### config.mk
export PLATFORM = sky130hd
export DESIGN_NAME = gyro_cadence_rpm_filter_top
export DESIGN_NICKNAME = d
export VERILOG_FILES = /design/src/hw/rtl/gcrf_pkg.sv /design/src/hw/rtl/gcrf_mac.sv /design/src/hw/rtl/gcrf_isqrt.sv /design/src/hw/rtl/gyro_cadence_rpm_filter_top.sv
export VERILOG_INCLUDE_DIRS = /design/src /design/src/hw/rtl
export SDC_FILE = /design/constraint.sdc
export NUM_CORES = 2
export LEC_CHECK = 0
export ABC_AREA = 1
export BUFFER_PORTS_ARGS = -buffer_cell sky130_fd_sc_hd__buf_2
export CORE_MARGIN = 5
export CORE_UTILIZATION = 52
export DETAILED_ROUTE_END_ITERATION = 6
export PLACE_DENSITY = 0.75
export SLEW_MARGIN = 10
export SYNTH_ARGS = -nofsm -noshare
export SYNTH_HDL_FRONTEND = slang
export SYNTH_SLANG_ARGS = --single-unit
### constraint.sdc
create_clock -name i_clk -period 9.9 [get_ports i_clk]
set_input_delay 0.495 -clock i_clk [delete_from_list [all_inputs] [get_ports i_clk]]
set_output_delay 0.495 -clock i_clk [all_outputs]
set_load 0.01 [all_outputs]
### src/hw/rtl/gyro_cadence_rpm_filter_top_macros.svh
// assertion helpers for the top-level rtl file
// every use is clocked on i_clk and held off while i_rst_n is low
`ifndef GYRO_CADENCE_RPM_FILTER_TOP_MACROS_SVH
`define GYRO_CADENCE_RPM_FILTER_TOP_MACROS_SVH

// same-cycle implication
`define GCRF_ASSERT_NOW(label, ante, cons) \
    label: assert property (@(posedge i_clk) disable iff (!i_rst_n) (ante) |-> (cons)) \
        else $error("gcrf assertion failed");

// next-cycle implication
`define GCRF_ASSERT_NEXT(label, ante, cons) \
    label: assert property (@(posedge i_clk) disable iff (!i_rst_n) (ante) |=> (cons)) \
        else $error("gcrf assertion failed");

`endif

### src/hw/rtl/gcrf_pkg.sv
package gcrf_pkg;

    // field widths
    localparam int RAW_W    = 16;
    localparam int TIME_W   = 32;
    localparam int RPM_W    = 16;
    localparam int FILT_W   = 24;
    localparam int CFG_W    = 16;
    localparam int CFG_AW   = 3;
    localparam int IN_DW    = 3 * RAW_W + TIME_W;

    // shared multiply-accumulate unit
    localparam int MAC_W    = 17;
    localparam int PROD_W   = 2 * MAC_W;
    localparam int ACC_W    = 41;
    localparam int ROUND_HALF = 32768;

    // square root unit
    localparam int RAD_W      = 32;
    localparam int ROOT_W     = 16;
    localparam int REM_W      = ROOT_W + 1;
    localparam int SQRT_STEPS = ROOT_W;
    localparam int STEP_W     = $clog2(SQRT_STEPS);

    // register indexes
    localparam logic [CFG_AW-1:0] CFG_READY   = 3'd0;
    localparam logic [CFG_AW-1:0] CFG_SCALE   = 3'd1;
    localparam logic [CFG_AW-1:0] CFG_MIN     = 3'd2;
    localparam logic [CFG_AW-1:0] CFG_ALPHA   = 3'd3;
    localparam logic [CFG_AW-1:0] CFG_TIMEOUT = 3'd4;

    // register reset values
    localparam logic [CFG_W-1:0] RST_SCALE   = 16'd24467;
    localparam logic [CFG_W-1:0] RST_MIN     = 16'd1280;
    localparam logic [CFG_W-1:0] RST_ALPHA   = 16'd6554;
    localparam logic [CFG_W-1:0] RST_TIMEOUT = 16'd250;

    typedef enum logic [1:0] {
        ST_FRESH = 2'd0,
        ST_HELD  = 2'd1,
        ST_STALE = 2'd2,
        ST_OFF   = 2'd3
    } t_status;

    typedef enum logic [1:0] {
        K_SAMPLE,
        K_FAIL,
        K_OFF
    } t_kind;

    typedef enum logic [2:0] {
        S_IDLE,
        S_SQUARE,
        S_ROOT,
        S_SCALE,
        S_BLEND,
        S_FINISH
    } t_state;

    // one issue to the multiply-accumulate unit
    typedef struct packed {
        logic en;
        logic clr;
        logic rnd;
        logic shl8;
    } t_mac_ctl;

    // square root unit status
    typedef struct packed {
        logic busy;
        logic done;
    } t_sqrt_stat;

    // magnitude of a two's complement count, full negative range included
    function automatic logic [MAC_W-1:0] abs17(input logic [RAW_W-1:0] v);
        logic [MAC_W-1:0] e;
        e = {v[RAW_W-1], v};
        return v[RAW_W-1] ? MAC_W'(~e + MAC_W'(1)) : e;
    endfunction

endpackage

### src/hw/rtl/gcrf_mac.sv
module gcrf_mac (
    input  logic                      i_clk,
    input  logic                      i_rst_n,
    input  gcrf_pkg::t_mac_ctl        i_ctl,
    input  logic [gcrf_pkg::MAC_W-1:0] i_a,
    input  logic [gcrf_pkg::MAC_W-1:0] i_b,
    output logic [gcrf_pkg::ACC_W-1:0] o_acc
);
    import gcrf_pkg::*;

    t_mac_ctl           r_ctl;
    logic [PROD_W-1:0]  r_prod;
    logic [ACC_W-1:0]   r_acc;
    logic [ACC_W-1:0]   n_acc;
    logic [ACC_W-1:0]   addend;
    logic [ACC_W-1:0]   base;

    // product stage
    always_ff @(posedge i_clk) begin
        if (!i_rst_n) begin
            r_ctl <= '0;
        end else begin
            r_ctl <= i_ctl;
        end
    end

    always_ff @(posedge i_clk) begin
        if (i_ctl.en) begin
            r_prod <= PROD_W'(i_a) * PROD_W'(i_b);
        end
    end

    // accumulate stage
    always_comb begin
        addend = r_ctl.shl8 ? ACC_W'({r_prod, 8'b0}) : ACC_W'(r_prod);
        if (r_ctl.clr) begin
            base = r_ctl.rnd ? ACC_W'(ROUND_HALF) : '0;
        end else begin
            base = r_acc;
        end
        n_acc = base + addend;
    end

    always_ff @(posedge i_clk) begin
        if (r_ctl.en) begin
            r_acc <= n_acc;
        end
    end

    assign o_acc = r_acc;

endmodule

### src/hw/rtl/gcrf_isqrt.sv
module gcrf_isqrt (
    input  logic                        i_clk,
    input  logic                        i_rst_n,
    input  logic                        i_start,
    input  logic [gcrf_pkg::RAD_W-1:0]  i_rad,
    output logic [gcrf_pkg::ROOT_W-1:0] o_root,
    output gcrf_pkg::t_sqrt_stat        o_stat
);
    import gcrf_pkg::*;

    logic              r_busy;
    logic              r_done;
    logic [STEP_W-1:0] r_step;
    logic [RAD_W-1:0]  r_rad;
    logic [ROOT_W-1:0] r_root;
    logic [REM_W-1:0]  r_rem;
    logic [ROOT_W-1:0] n_root;
    logic [REM_W-1:0]  n_rem;
    logic [REM_W+1:0]  rem_sh;
    logic [REM_W+1:0]  trial;

    // one result bit per step: bring down two radicand bits, try 4*root+1
    always_comb begin
        rem_sh = {r_rem, r_rad[RAD_W-1 -: 2]};
        trial  = {1'b0, r_root, 2'b01};
        if (rem_sh >= trial) begin
            n_rem  = REM_W'(rem_sh - trial);
            n_root = {r_root[ROOT_W-2:0], 1'b1};
        end else begin
            n_rem  = REM_W'(rem_sh);
            n_root = {r_root[ROOT_W-2:0], 1'b0};
        end
    end

    // step control
    always_ff @(posedge i_clk) begin
        if (!i_rst_n) begin
            r_busy <= 1'b0;
            r_done <= 1'b0;
            r_step <= '0;
        end else begin
            r_done <= 1'b0;
            if (i_start) begin
                r_busy <= 1'b1;
                r_step <= '0;
            end else if (r_busy) begin
                r_step <= r_step + STEP_W'(1);
                if (r_step == STEP_W'(SQRT_STEPS - 1)) begin
                    r_busy <= 1'b0;
                    r_done <= 1'b1;
                end
            end
        end
    end

    // datapath
    always_ff @(posedge i_clk) begin
        if (i_start) begin
            r_rad  <= i_rad;
            r_root <= '0;
            r_rem  <= '0;
        end else if (r_busy) begin
            r_rad  <= {r_rad[RAD_W-3:0], 2'b00};
            r_root <= n_root;
            r_rem  <= n_rem;
        end
    end

    assign o_root      = r_root;
    assign o_stat.busy = r_busy;
    assign o_stat.done = r_done;

endmodule

### src/hw/rtl/gyro_cadence_rpm_filter_top.sv
// gyro cadence filter: three-axis gyro events in, smoothed cadence in rpm out
// input channel (s_axis): tuser is the event kind (0 sample, 1 failed read),
// tdata carries the raw axis counts and the millisecond timestamp
// output channel (m_axis): tdata is rpm in unsigned Q8.8, tuser the status
// (0 fresh, 1 held, 2 stale zero, 3 disabled); one result per request
// configuration: write enable, register index and data; a write lands at the
// clock edge where the enable is high; writes are to be made only while the
// block is idle, and the block itself does not enforce this
// a sample request runs the square phase of the one shared multiply-accumulate
// unit (three squares), the 16-step square root, the scale phase (one scale
// product) and the blend phase (three blend products), then the finish state
// a sample that seeds the average skips the blend products
// a failed read or a request while disabled goes straight to the finish state
// tready is high only while the sequencer is idle, so a new request is taken
// only after the last one has left the finish state
// the finished result sits in an output register; if the receiver stalls with
// that register full, the sequencer holds its last state until it drains
// reset (synchronous, active low) drops the output valid, restores the register
// defaults and clears the average, its seeded flag and the last sample time
`include "gyro_cadence_rpm_filter_top_macros.svh"

module gyro_cadence_rpm_filter_top (
    input  logic                          i_clk,
    input  logic                          i_rst_n,
    // config write port
    input  logic                          i_cfg_we,
    input  logic [gcrf_pkg::CFG_AW-1:0]   i_cfg_addr,
    input  logic [gcrf_pkg::CFG_W-1:0]    i_cfg_wdata,
    // input events
    input  logic                          i_s_axis_tvalid,
    output logic                          o_s_axis_tready,
    // tdata: raw_x [15:0], raw_y [31:16], raw_z [47:32], now_ms [79:48]
    input  logic [gcrf_pkg::IN_DW-1:0]    i_s_axis_tdata,
    // tuser: operation [0]
    input  logic [0:0]                    i_s_axis_tuser,
    // results
    output logic                          o_m_axis_tvalid,
    input  logic                          i_m_axis_tready,
    // tdata: rpm_q8 [15:0]
    output logic [gcrf_pkg::RPM_W-1:0]    o_m_axis_tdata,
    // tuser: status [1:0]
    output logic [1:0]                    o_m_axis_tuser
);
    import gcrf_pkg::*;

    // configuration
    logic              r_ready;
    logic [CFG_W-1:0]  r_scale;
    logic [CFG_W-1:0]  r_min;
    logic [CFG_W-1:0]  r_alpha;
    logic [CFG_W-1:0]  r_timeout;

    // filter state
    logic [FILT_W-1:0] r_filt;
    logic              r_fvalid;
    logic [TIME_W-1:0] r_last;

    // request in progress
    t_state            r_state;
    t_state            n_state;
    logic [1:0]        r_cnt;
    logic [1:0]        n_cnt;
    t_kind             r_kind;
    logic [RAW_W-1:0]  r_x;
    logic [RAW_W-1:0]  r_y;
    logic [RAW_W-1:0]  r_z;
    logic [TIME_W-1:0] r_now;
    logic [RPM_W-1:0]  r_rpm;
    logic              r_seed;

    // output register
    logic              r_out_valid;
    logic [RPM_W-1:0]  r_out_rpm;
    t_status           r_out_status;

    logic              s_accept;
    logic              fin_take;
    t_mac_ctl          mac_ctl;
    logic [MAC_W-1:0]  mac_a;
    logic [MAC_W-1:0]  mac_b;
    logic [ACC_W-1:0]  mac_acc;
    logic              sq_start;
    logic [ROOT_W-1:0] sq_root;
    t_sqrt_stat        sq_stat;
    logic [RPM_W-1:0]  scaled;
    logic [RPM_W-1:0]  rpm_c;
    logic [MAC_W-1:0]  w_old;
    logic [FILT_W-1:0] blend_f;
    logic [TIME_W-1:0] age;
    logic              fresh_ok;
    logic [RPM_W-1:0]  fin_rpm;
    t_status           fin_status;

    assign s_accept = i_s_axis_tvalid && o_s_axis_tready;
    assign fin_take = (r_state == S_FINISH) && (!r_out_valid || i_m_axis_tready);

    // shared multiply-accumulate unit
    gcrf_mac u_mac (
        .i_clk   (i_clk),
        .i_rst_n (i_rst_n),
        .i_ctl   (mac_ctl),
        .i_a     (mac_a),
        .i_b     (mac_b),
        .o_acc   (mac_acc)
    );

    // square root of the sum of squares
    gcrf_isqrt u_isqrt (
        .i_clk   (i_clk),
        .i_rst_n (i_rst_n),
        .i_start (sq_start),
        .i_rad   (mac_acc[RAD_W-1:0]),
        .o_root  (sq_root),
        .o_stat  (sq_stat)
    );

    // scaled rpm with the low cut
    assign scaled = mac_acc[2*CFG_W-1:CFG_W];
    assign rpm_c  = (scaled < r_min) ? '0 : scaled;
    assign w_old  = MAC_W'(1 << CFG_W) - {1'b0, r_alpha};

    // finish values
    always_comb begin
        blend_f  = r_seed ? {r_rpm, 8'b0} : mac_acc[FILT_W+CFG_W-1:CFG_W];
        age      = r_now - r_last;
        fresh_ok = r_fvalid && (age[TIME_W-1:CFG_W] == '0)
                   && (age[CFG_W-1:0] <= r_timeout);
        fin_rpm    = '0;
        fin_status = ST_OFF;
        unique case (r_kind)
            K_SAMPLE: begin
                fin_rpm    = blend_f[FILT_W-1:8];
                fin_status = ST_FRESH;
            end
            K_FAIL: begin
                if (fresh_ok) begin
                    fin_rpm    = r_filt[FILT_W-1:8];
                    fin_status = ST_HELD;
                end else begin
                    fin_status = ST_STALE;
                end
            end
            default: begin
                fin_status = ST_OFF;
            end
        endcase
    end

    // state register
    always_ff @(posedge i_clk) begin
        if (!i_rst_n) begin
            r_state <= S_IDLE;
            r_cnt   <= '0;
        end else begin
            r_state <= n_state;
            r_cnt   <= n_cnt;
        end
    end

    // sequencer: next state and unit issues
    always_comb begin
        n_state  = r_state;
        n_cnt    = r_cnt;
        mac_ctl  = '0;
        mac_a    = '0;
        mac_b    = '0;
        sq_start = 1'b0;
        o_s_axis_tready = 1'b0;
        unique case (r_state)
            S_IDLE: begin
                o_s_axis_tready = 1'b1;
                n_cnt = '0;
                if (i_s_axis_tvalid) begin
                    if (r_ready && !i_s_axis_tuser[0]) begin
                        n_state = S_SQUARE;
                    end else begin
                        n_state = S_FINISH;
                    end
                end
            end
            S_SQUARE: begin
                mac_ctl.en  = (r_cnt != 2'd3);
                mac_ctl.clr = (r_cnt == 2'd0);
                unique case (r_cnt)
                    2'd0: begin
                        mac_a = abs17(r_x);
                        mac_b = abs17(r_x);
                    end
                    2'd1: begin
                        mac_a = abs17(r_y);
                        mac_b = abs17(r_y);
                    end
                    default: begin
                        mac_a = abs17(r_z);
                        mac_b = abs17(r_z);
                    end
                endcase
                n_cnt = r_cnt + 2'd1;
                if (r_cnt == 2'd3) begin
                    n_state = S_ROOT;
                end
            end
            S_ROOT: begin
                if (r_cnt == 2'd0) begin
                    sq_start = 1'b1;
                    n_cnt    = 2'd1;
                end else if (sq_stat.done) begin
                    n_state = S_SCALE;
                    n_cnt   = '0;
                end
            end
            S_SCALE: begin
                mac_ctl.en  = (r_cnt == 2'd0);
                mac_ctl.clr = 1'b1;
                mac_a = {1'b0, sq_root};
                mac_b = {1'b0, r_scale};
                n_cnt = r_cnt + 2'd1;
                if (r_cnt == 2'd1) begin
                    n_state = S_BLEND;
                    n_cnt   = '0;
                end
            end
            S_BLEND: begin
                n_cnt = r_cnt + 2'd1;
                unique case (r_cnt)
                    2'd0: begin
                        mac_ctl.en   = r_fvalid;
                        mac_ctl.clr  = 1'b1;
                        mac_ctl.rnd  = 1'b1;
                        mac_ctl.shl8 = 1'b1;
                        mac_a = {1'b0, r_alpha};
                        mac_b = {1'b0, rpm_c};
                        if (!r_fvalid) begin
                            n_state = S_FINISH;
                        end
                    end
                    2'd1: begin
                        mac_ctl.en   = 1'b1;
                        mac_ctl.shl8 = 1'b1;
                        mac_a = w_old;
                        mac_b = {1'b0, r_filt[FILT_W-1:8]};
                    end
                    2'd2: begin
                        mac_ctl.en = 1'b1;
                        mac_a = w_old;
                        mac_b = {9'b0, r_filt[7:0]};
                    end
                    default: begin
                        n_state = S_FINISH;
                    end
                endcase
            end
            S_FINISH: begin
                if (fin_take) begin
                    n_state = S_IDLE;
                end
            end
            default: begin
                n_state = S_IDLE;
            end
        endcase
    end

    // request capture
    always_ff @(posedge i_clk) begin
        if (s_accept) begin
            r_x   <= i_s_axis_tdata[RAW_W-1:0];
            r_y   <= i_s_axis_tdata[2*RAW_W-1:RAW_W];
            r_z   <= i_s_axis_tdata[3*RAW_W-1:2*RAW_W];
            r_now <= i_s_axis_tdata[IN_DW-1:3*RAW_W];
            if (!r_ready) begin
                r_kind <= K_OFF;
            end else if (i_s_axis_tuser[0]) begin
                r_kind <= K_FAIL;
            end else begin
                r_kind <= K_SAMPLE;
            end
        end
        if ((r_state == S_BLEND) && (r_cnt == 2'd0)) begin
            r_rpm  <= rpm_c;
            r_seed <= !r_fvalid;
        end
    end

    // configuration and filter state
    always_ff @(posedge i_clk) begin
        if (!i_rst_n) begin
            r_ready   <= 1'b0;
            r_scale   <= RST_SCALE;
            r_min     <= RST_MIN;
            r_alpha   <= RST_ALPHA;
            r_timeout <= RST_TIMEOUT;
            r_filt    <= '0;
            r_fvalid  <= 1'b0;
            r_last    <= '0;
        end else begin
            if (i_cfg_we) begin
                unique case (i_cfg_addr)
                    CFG_READY: begin
                        if (!r_ready && i_cfg_wdata[0]) begin
                            r_filt   <= '0;
                            r_fvalid <= 1'b0;
                        end
                        r_ready <= i_cfg_wdata[0];
                    end
                    CFG_SCALE:   r_scale   <= i_cfg_wdata;
                    CFG_MIN:     r_min     <= i_cfg_wdata;
                    CFG_ALPHA:   r_alpha   <= i_cfg_wdata;
                    CFG_TIMEOUT: r_timeout <= i_cfg_wdata;
                    default: begin
                    end
                endcase
            end
            if (fin_take) begin
                unique case (r_kind)
                    K_SAMPLE: begin
                        r_filt   <= blend_f;
                        r_fvalid <= 1'b1;
                        r_last   <= r_now;
                    end
                    K_FAIL: begin
                        if (!fresh_ok) begin
                            r_filt   <= '0;
                            r_fvalid <= 1'b0;
                        end
                    end
                    default: begin
                    end
                endcase
            end
        end
    end

    // output register
    always_ff @(posedge i_clk) begin
        if (!i_rst_n) begin
            r_out_valid <= 1'b0;
        end else if (fin_take) begin
            r_out_valid <= 1'b1;
        end else if (i_m_axis_tready) begin
            r_out_valid <= 1'b0;
        end
    end

    always_ff @(posedge i_clk) begin
        if (fin_take) begin
            r_out_rpm    <= fin_rpm;
            r_out_status <= fin_status;
        end
    end

    assign o_m_axis_tvalid = r_out_valid;
    assign o_m_axis_tdata  = r_out_rpm;
    assign o_m_axis_tuser  = r_out_status;

    // checks
    `GCRF_ASSERT_NEXT(a_busy_after_accept, s_accept, !o_s_axis_tready)
    `GCRF_ASSERT_NEXT(a_seeded_after_sample, fin_take && (r_kind == K_SAMPLE), r_fvalid)
    `GCRF_ASSERT_NOW(a_zero_when_stale_or_off,
        r_out_valid && (r_out_status == ST_STALE || r_out_status == ST_OFF), r_out_rpm == '0)
    `GCRF_ASSERT_NOW(a_root_quiet_outside, r_state != S_ROOT, !sq_stat.busy)

endmodule
=== Word-level counts from Yosys, hierarchy flattened ===
Index checks and enable logic that the tools add are counted.

* Flip-flop bits (word level): 395
* Word-level logic and storage cells: 169
* Input bits: 105
* Output and inout port bits: 20

* Reductions and logical operators: 34
* Mux-type cells: 61
* $mul: 1
* Bitwise operators: 5
* $add $sub $neg: 9
* Equal/unequal tests: 24
* Order comparisons: 3

{| class="wikitable"
|+ Operators by type and width
! cell !! count
|-
| 24-bit two-way mux || 6
|-
| 17-bit one-hot mux with 3 select lines || 2
|-
| 41-bit two-way mux || 2
|-
| 17-bit two-way mux || 4
|-
| 17-bit one-hot mux with 2 select lines || 2
|-
| 32-bit two-way mux || 2
|-
| 17-bit by 1-bit adder with 17-bit output (second input constant) || 3
|-
| 17-bit NOT || 3
|-
| 16-bit two-way mux || 3
|-
| 16-bit one-hot mux with 3 select lines || 1
|-
| 24-bit one-hot mux with 2 select lines || 1
|-
| 41-bit adder || 1
|-
| 17-bit by 17-bit multiplier with 34-bit output || 1
|-
| 16-bit one-hot mux with 2 select lines || 1
|-
| 32-bit subtractor || 1
|-
| 3-bit two-way mux || 8
|-
| 19-bit by 18-bit >= comparator with 1-bit output || 1
|-
| 3-bit one-hot mux with 6 select lines || 1
|-
| 1-bit two-way mux || 17
|-
| 17-bit by 16-bit subtractor with 17-bit output (first input constant) || 1
|-
| 17-bit subtractor || 1
|-
| 16-bit less-or-equal comparator || 1
|-
| 16-bit logical NOT || 1
|-
| 16-bit less-than comparator || 1
|-
| 30 further kinds || 72
|}

=== Depth between registers and ports, before layout ===
* Word-level depth: 8
* Mapped depth: 41
* Depth with buffers taken out: 40

=== Modules after synthesis ===
From an unflattened synthesis, not the netlist that was laid out.

* Cell total of the unflattened synthesis: 4,939
* Area total of the unflattened synthesis: 35,311.4 um^2

{| class="wikitable"
|+ Modules (own cells, without submodules)
! module !! cells an instance !! times used !! area an instance (um^2) !! seq. area each (um^2)
|-
| gcrf_mac || 2,329 || 1 || 16,429.5 || 2,332.2
|-
| gyro_cadence_rpm_filter_top || 2,073 || 1 || 14,849.2 || 6,075.8
|-
| gcrf_isqrt || 537 || 1 || 4,032.6 || 1,741.7
|}

=== Least setup slack after synthesis ===
OpenSTA, ideal clock, no wires.

* Path type: flip-flop to flip-flop
* Start: register u_mac.r_acc[19] (netlist: u_mac.o_acc[19])
* End: register u_mac.r_prod[33] (data pin)
* Stages on the path, launching flop included: 32
* Setup time: 265 ps
* Path buffers: 1
* Arrival: 6,703 ps
* Period minus slack after synthesis: 6,968 ps
* Setup slack: 2,932 ps
* Required time: 9,635 ps
* Cell sequence: edfxtp_1 ha_1 nand2_1 o21ai_0 nand3_1 a21oi_1 o21ai_0 nand2_1 buf_2 nand3_1 o21ai_0 nand2_1 nand2_1 nand2_1 fa_1 fa_1 inv_1 fa_1 fa_1 fa_1 inv_1 fa_1 inv_1 ha_1 a21oi_1 o21a_1 o21ai_0 nand2_1 nand3_1 a21oi_1 o21ai_0 xor2_1

* Word-level cells in the longest chain between the ends: 5

{| class="wikitable"
|+ Ends and longest elaborated chain
! item !! line !! source
|-
| from (decl) || gcrf_mac.sv:13 || <nowiki>logic [ACC_W-1:0] r_acc;</nowiki>
|-
| from (signal assigned) || gcrf_mac.sv:46 || <nowiki>r_acc <= n_acc;</nowiki>
|-
| 16-bit less-than comparator || gyro_cadence_rpm_filter_top.sv:119 || <nowiki>assign rpm_c = (scaled < r_min) ? '0 : scaled;</nowiki>
|-
| 16-bit two-way mux (*) || gyro_cadence_rpm_filter_top.sv:119 ||
|-
| 16-bit one-hot mux with 3 select lines (*) || gyro_cadence_rpm_filter_top.sv:225 || <nowiki>unique case (r_cnt)</nowiki>
|-
| 17-bit one-hot mux with 3 select lines (*) || gyro_cadence_rpm_filter_top.sv:169 || <nowiki>unique case (r_state)</nowiki>
|-
| 17-bit by 17-bit multiplier with 34-bit output (*) || gcrf_mac.sv:29 || <nowiki>r_prod <= PROD_W'(i_a) * PROD_W'(i_b);</nowiki>
|-
| to (signal assigned) || gcrf_mac.sv:29 ||
|-
| to (decl) || gcrf_mac.sv:12 || <nowiki>logic [PROD_W-1:0] r_prod;</nowiki>
|}

Mark *: on every way between the ends. The rest lies on a longest branch, timed or not.
A chain may end at the register's enable or synchronous reset.

=== Worst setup path in the final report ===
* Start: register r_cnt[0]
* End: register u_mac.r_prod[30] (data pin)

* Word-level cells in the longest chain between the ends: 5
* Elaborated cells between the ends (all ways): 10
* Classes of those cells: mul (1); eq/ne (2); mux (5); reduce/logical (2)

{| class="wikitable"
|+ Ends and longest elaborated chain
! item !! line !! source
|-
| from (decl) || gyro_cadence_rpm_filter_top.sv:61 || <nowiki>logic [1:0] r_cnt;</nowiki>
|-
| from (signal assigned) || gyro_cadence_rpm_filter_top.sv:156 || <nowiki>r_cnt <= n_cnt;</nowiki>
|-
| 2-bit by 1-bit == test with 1-bit output or 2-bit == test (tied branches) || gyro_cadence_rpm_filter_top.sv:184, gyro_cadence_rpm_filter_top.sv:225 ||
|-
| 2-bit OR reduction (no source line) || -- ||
|-
| 17-bit one-hot mux with 2 select lines || gyro_cadence_rpm_filter_top.sv:225 ||
|-
| 17-bit one-hot mux with 3 select lines || gyro_cadence_rpm_filter_top.sv:169 ||
|-
| 17-bit by 17-bit multiplier with 34-bit output (*) || gcrf_mac.sv:29 ||
|}

Marks and branches as above.

==> reports/results.ini <==
[pwr]
power_density_mw_per_mm2 = 348.2
ir_drop_mv = 0.2934
power_leakage_nw = 17.02

[sta]
rsz0062_at_grt = no
fin_skew_ns = 0.03726
finalHoldViolCount = 0
timing.fmax_mhz = 112.0
tightest_slew_ns = 1.159
finalSetupViolCount = 0
fin_tns_setup_ns = 0
setup_ws_ns = 0.9696
min_period_ns = 8.930
min_period_over_period_pct = 90.21
drv_slew = 0
relSlewSlack_pct = 22.50

[critical_path]
r2r_cells = 33
critPathMaxStageDelay_ns = 0.57
crit_fanout = 17
path_delay_family = adder cells
cp-start-kind = register
path_buf_inv = 7
cp.arrival_ns = 9.24
slowest_stage = clkinv_1
critPathCaptureType = register
cp_num_cells = 33
cp_data_required_time_ns = 10.21
crit_type = register to register
path_common_cell = nand2_1

[global_routing]
grt_pass1_vias = 27470
grt_max_degree = 79
gr-total-overflow = 0
grt_antenna_before_repair = 3
grt_usage_pct = 27.40
grt_pass1_wl_um = 148200

[floorplanning]
core_area_mm2 = 0.06194
die_y_um = 260.3
rows = 91
die_w_um = 260.3
io-pin-count = 125
fp.dieArea_mm2 = 0.06777
start_util_pct = 52.61

[placed_design]
io_buffers = 124
dpl_worst_slack_ns = 1.189
gp_congestion = 1.003
dp_hpwl_um = 73040

[drt]
wl_per_cell_um = 17.93
drc = 0
drtIter0Drc = 2780
wl_um = 92920
via_count = 28650
vias_per_cell = 5.529
dr.pass1.iters = 6
drtAntennaViolNets = 0

[layout]
layout.nets = 4875
layout-drive-gt1-share_pct = 6.423
final_cell_mix = 876 x nand2_1, 793 x inv_1, 371 x nor2_1
postLayoutCoreUtil_pct = 57.41
syn_to_final_growth_pct = 9.131
final_common_cell = nand2_1

[yosys]
synth.distinct_cells = 60
yosys_register_bits = 394
netlist_instances = 4208
synth_area_mm2 = 0.03258
synthArstFlopShare_pct = 0
synth_area_leaders = edfxtp_1 21%, fa_1 14%, dfxtp_1 11%, nand2_1 10%, inv_1 9.1%
yosys_warnings = 0
syn_avg_cell_area_um2 = 7.743
yosys.area.top_type = edfxtp_1
synth.top_cell.area_share_pct = 20.55
yosysSeqAreaShare_pct = 31.06
ys_dominant_reg_cell = edfxtp_1
synth_edf_count = 223

[cts]
cts_resized = 0
post_cts_buffers = 0
clock_latency_ns = 0.59
cts_hold_buffers = 0
ctsHtreeMaxLevel = 2
cts_made_buffers = 45
cts_tree = built
cts_buffer_depth = 3
cts.sinks = 394
cts_root_buf = clkbuf_16
clkTransAtPathRegs_ns = 0.06

[status]
status = finished, final reports clean

[job]
cap_violations = 0

[worst_hold_path]
hp-class = primary input to register
hold-path-cell-count = 1

-- cells by family after synthesis --
group,after synthesis,share of synthesized area (%)
AND/OR/NAND/NOR,1522,19.18
other,2,0.02305
XOR/XNOR,100,2.688
buffers and inverters,925,10.82
flip-flops,394,31.06
adder cells (fa/ha/maj),462,22.95
AO/OA/AOI/OAI,803,13.29
-- final cells by class --
class | count | area, um^2
fillers | 5728 | 26380
multi-input cells | 2904 | 19010
flip-flops and latches | 394 | 10120
inverters | 813 | 3052
clock buffers | 60 | 1247
well taps | 837 | 1047
repair buffers | 150 | 815.8
clock inverters | 23 | 259.0
diodes | 1 | 2.502
-- final timing paths --
kind	from	end	slack (ns)
worst max-delay path	r_cnt[0]	u_mac.r_prod[30]	0.97
worst max register to register	r_cnt[0]	u_mac.r_prod[30]	0.97
worst min-delay path	i_s_axis_tdata[76]	r_now[28]	0.08
worst min register to register	r_last[29]	r_last[29]	0.46
-- routing by layer --
| metal | global-route usage, % | vias up | routed length, um |
|---|---|---|---|
| li1 | - | 13650 | - |
| met5 | 0 | - | 0 |
| met4 | 9.539 | 0 | 3848 |
| met2 | 43.66 | 1354 | 41710 |
| met1 | 37.93 | 13390 | 38340 |
| met3 | 4.934 | 255 | 9030 |
-- metrics by stage --
step           std cells  hold WS (ns)  area (um^2)  power [mW]
3_5_place_dp        5098        0.4504        34050       10.53
2_1_floorplan       4223        0.4292        32640       8.362
3_3_place_gp        5098        0.4393        34050       10.39
6_report            5182       0.07667        35560       12.38
5_1_grt             5182       0.05894        35560       13.53
4_1_cts             5181       0.04875        35560       12.30
-- synthesized netlist by cell type (all sizes together) (3+ instances only) --
library cell and count:
nand3 151, xnor2 30, buf 32, o211ai 21
nand3b 8, o21ai 301, a211oi 3, nor4 6
dfxtp 171, or2 5, xor2 70, clkbuf 80
nand4 19, a22oi 4, a31oi 25, inv 802
o22ai 25, nor2 385, ha 236, nand2 887
o21bai 15, a21oi 370, and3 4, a21o 12
edfxtp 223, fa 226, o32ai 3, nor3 54
o21a 10, clkinv 11
-- sequential cells by signal, indices dropped and copies added, names as in the netlist, 17 cells and up --
| signal | count |
|---|---|
| r_filt | 24 |
| r_last | 32 |
| u_isqrt.r_rad | 32 |
| u_mac.r_prod | 34 |
| u_mac.o_acc | 40 |
| r_now | 32 |
| u_isqrt.r_rem | 17 |
-- power by group --
| part | total, mW | switching [mW] | internal, mW |
|---|---|---|---|
| Sequential | 2.73 | 0.267 | 2.46 |
| Clock | 1.70 | 0.702 | 0.999 |
| Combinational | 7.95 | 5.34 | 2.61 |
(Power assumes the default switching activity.)
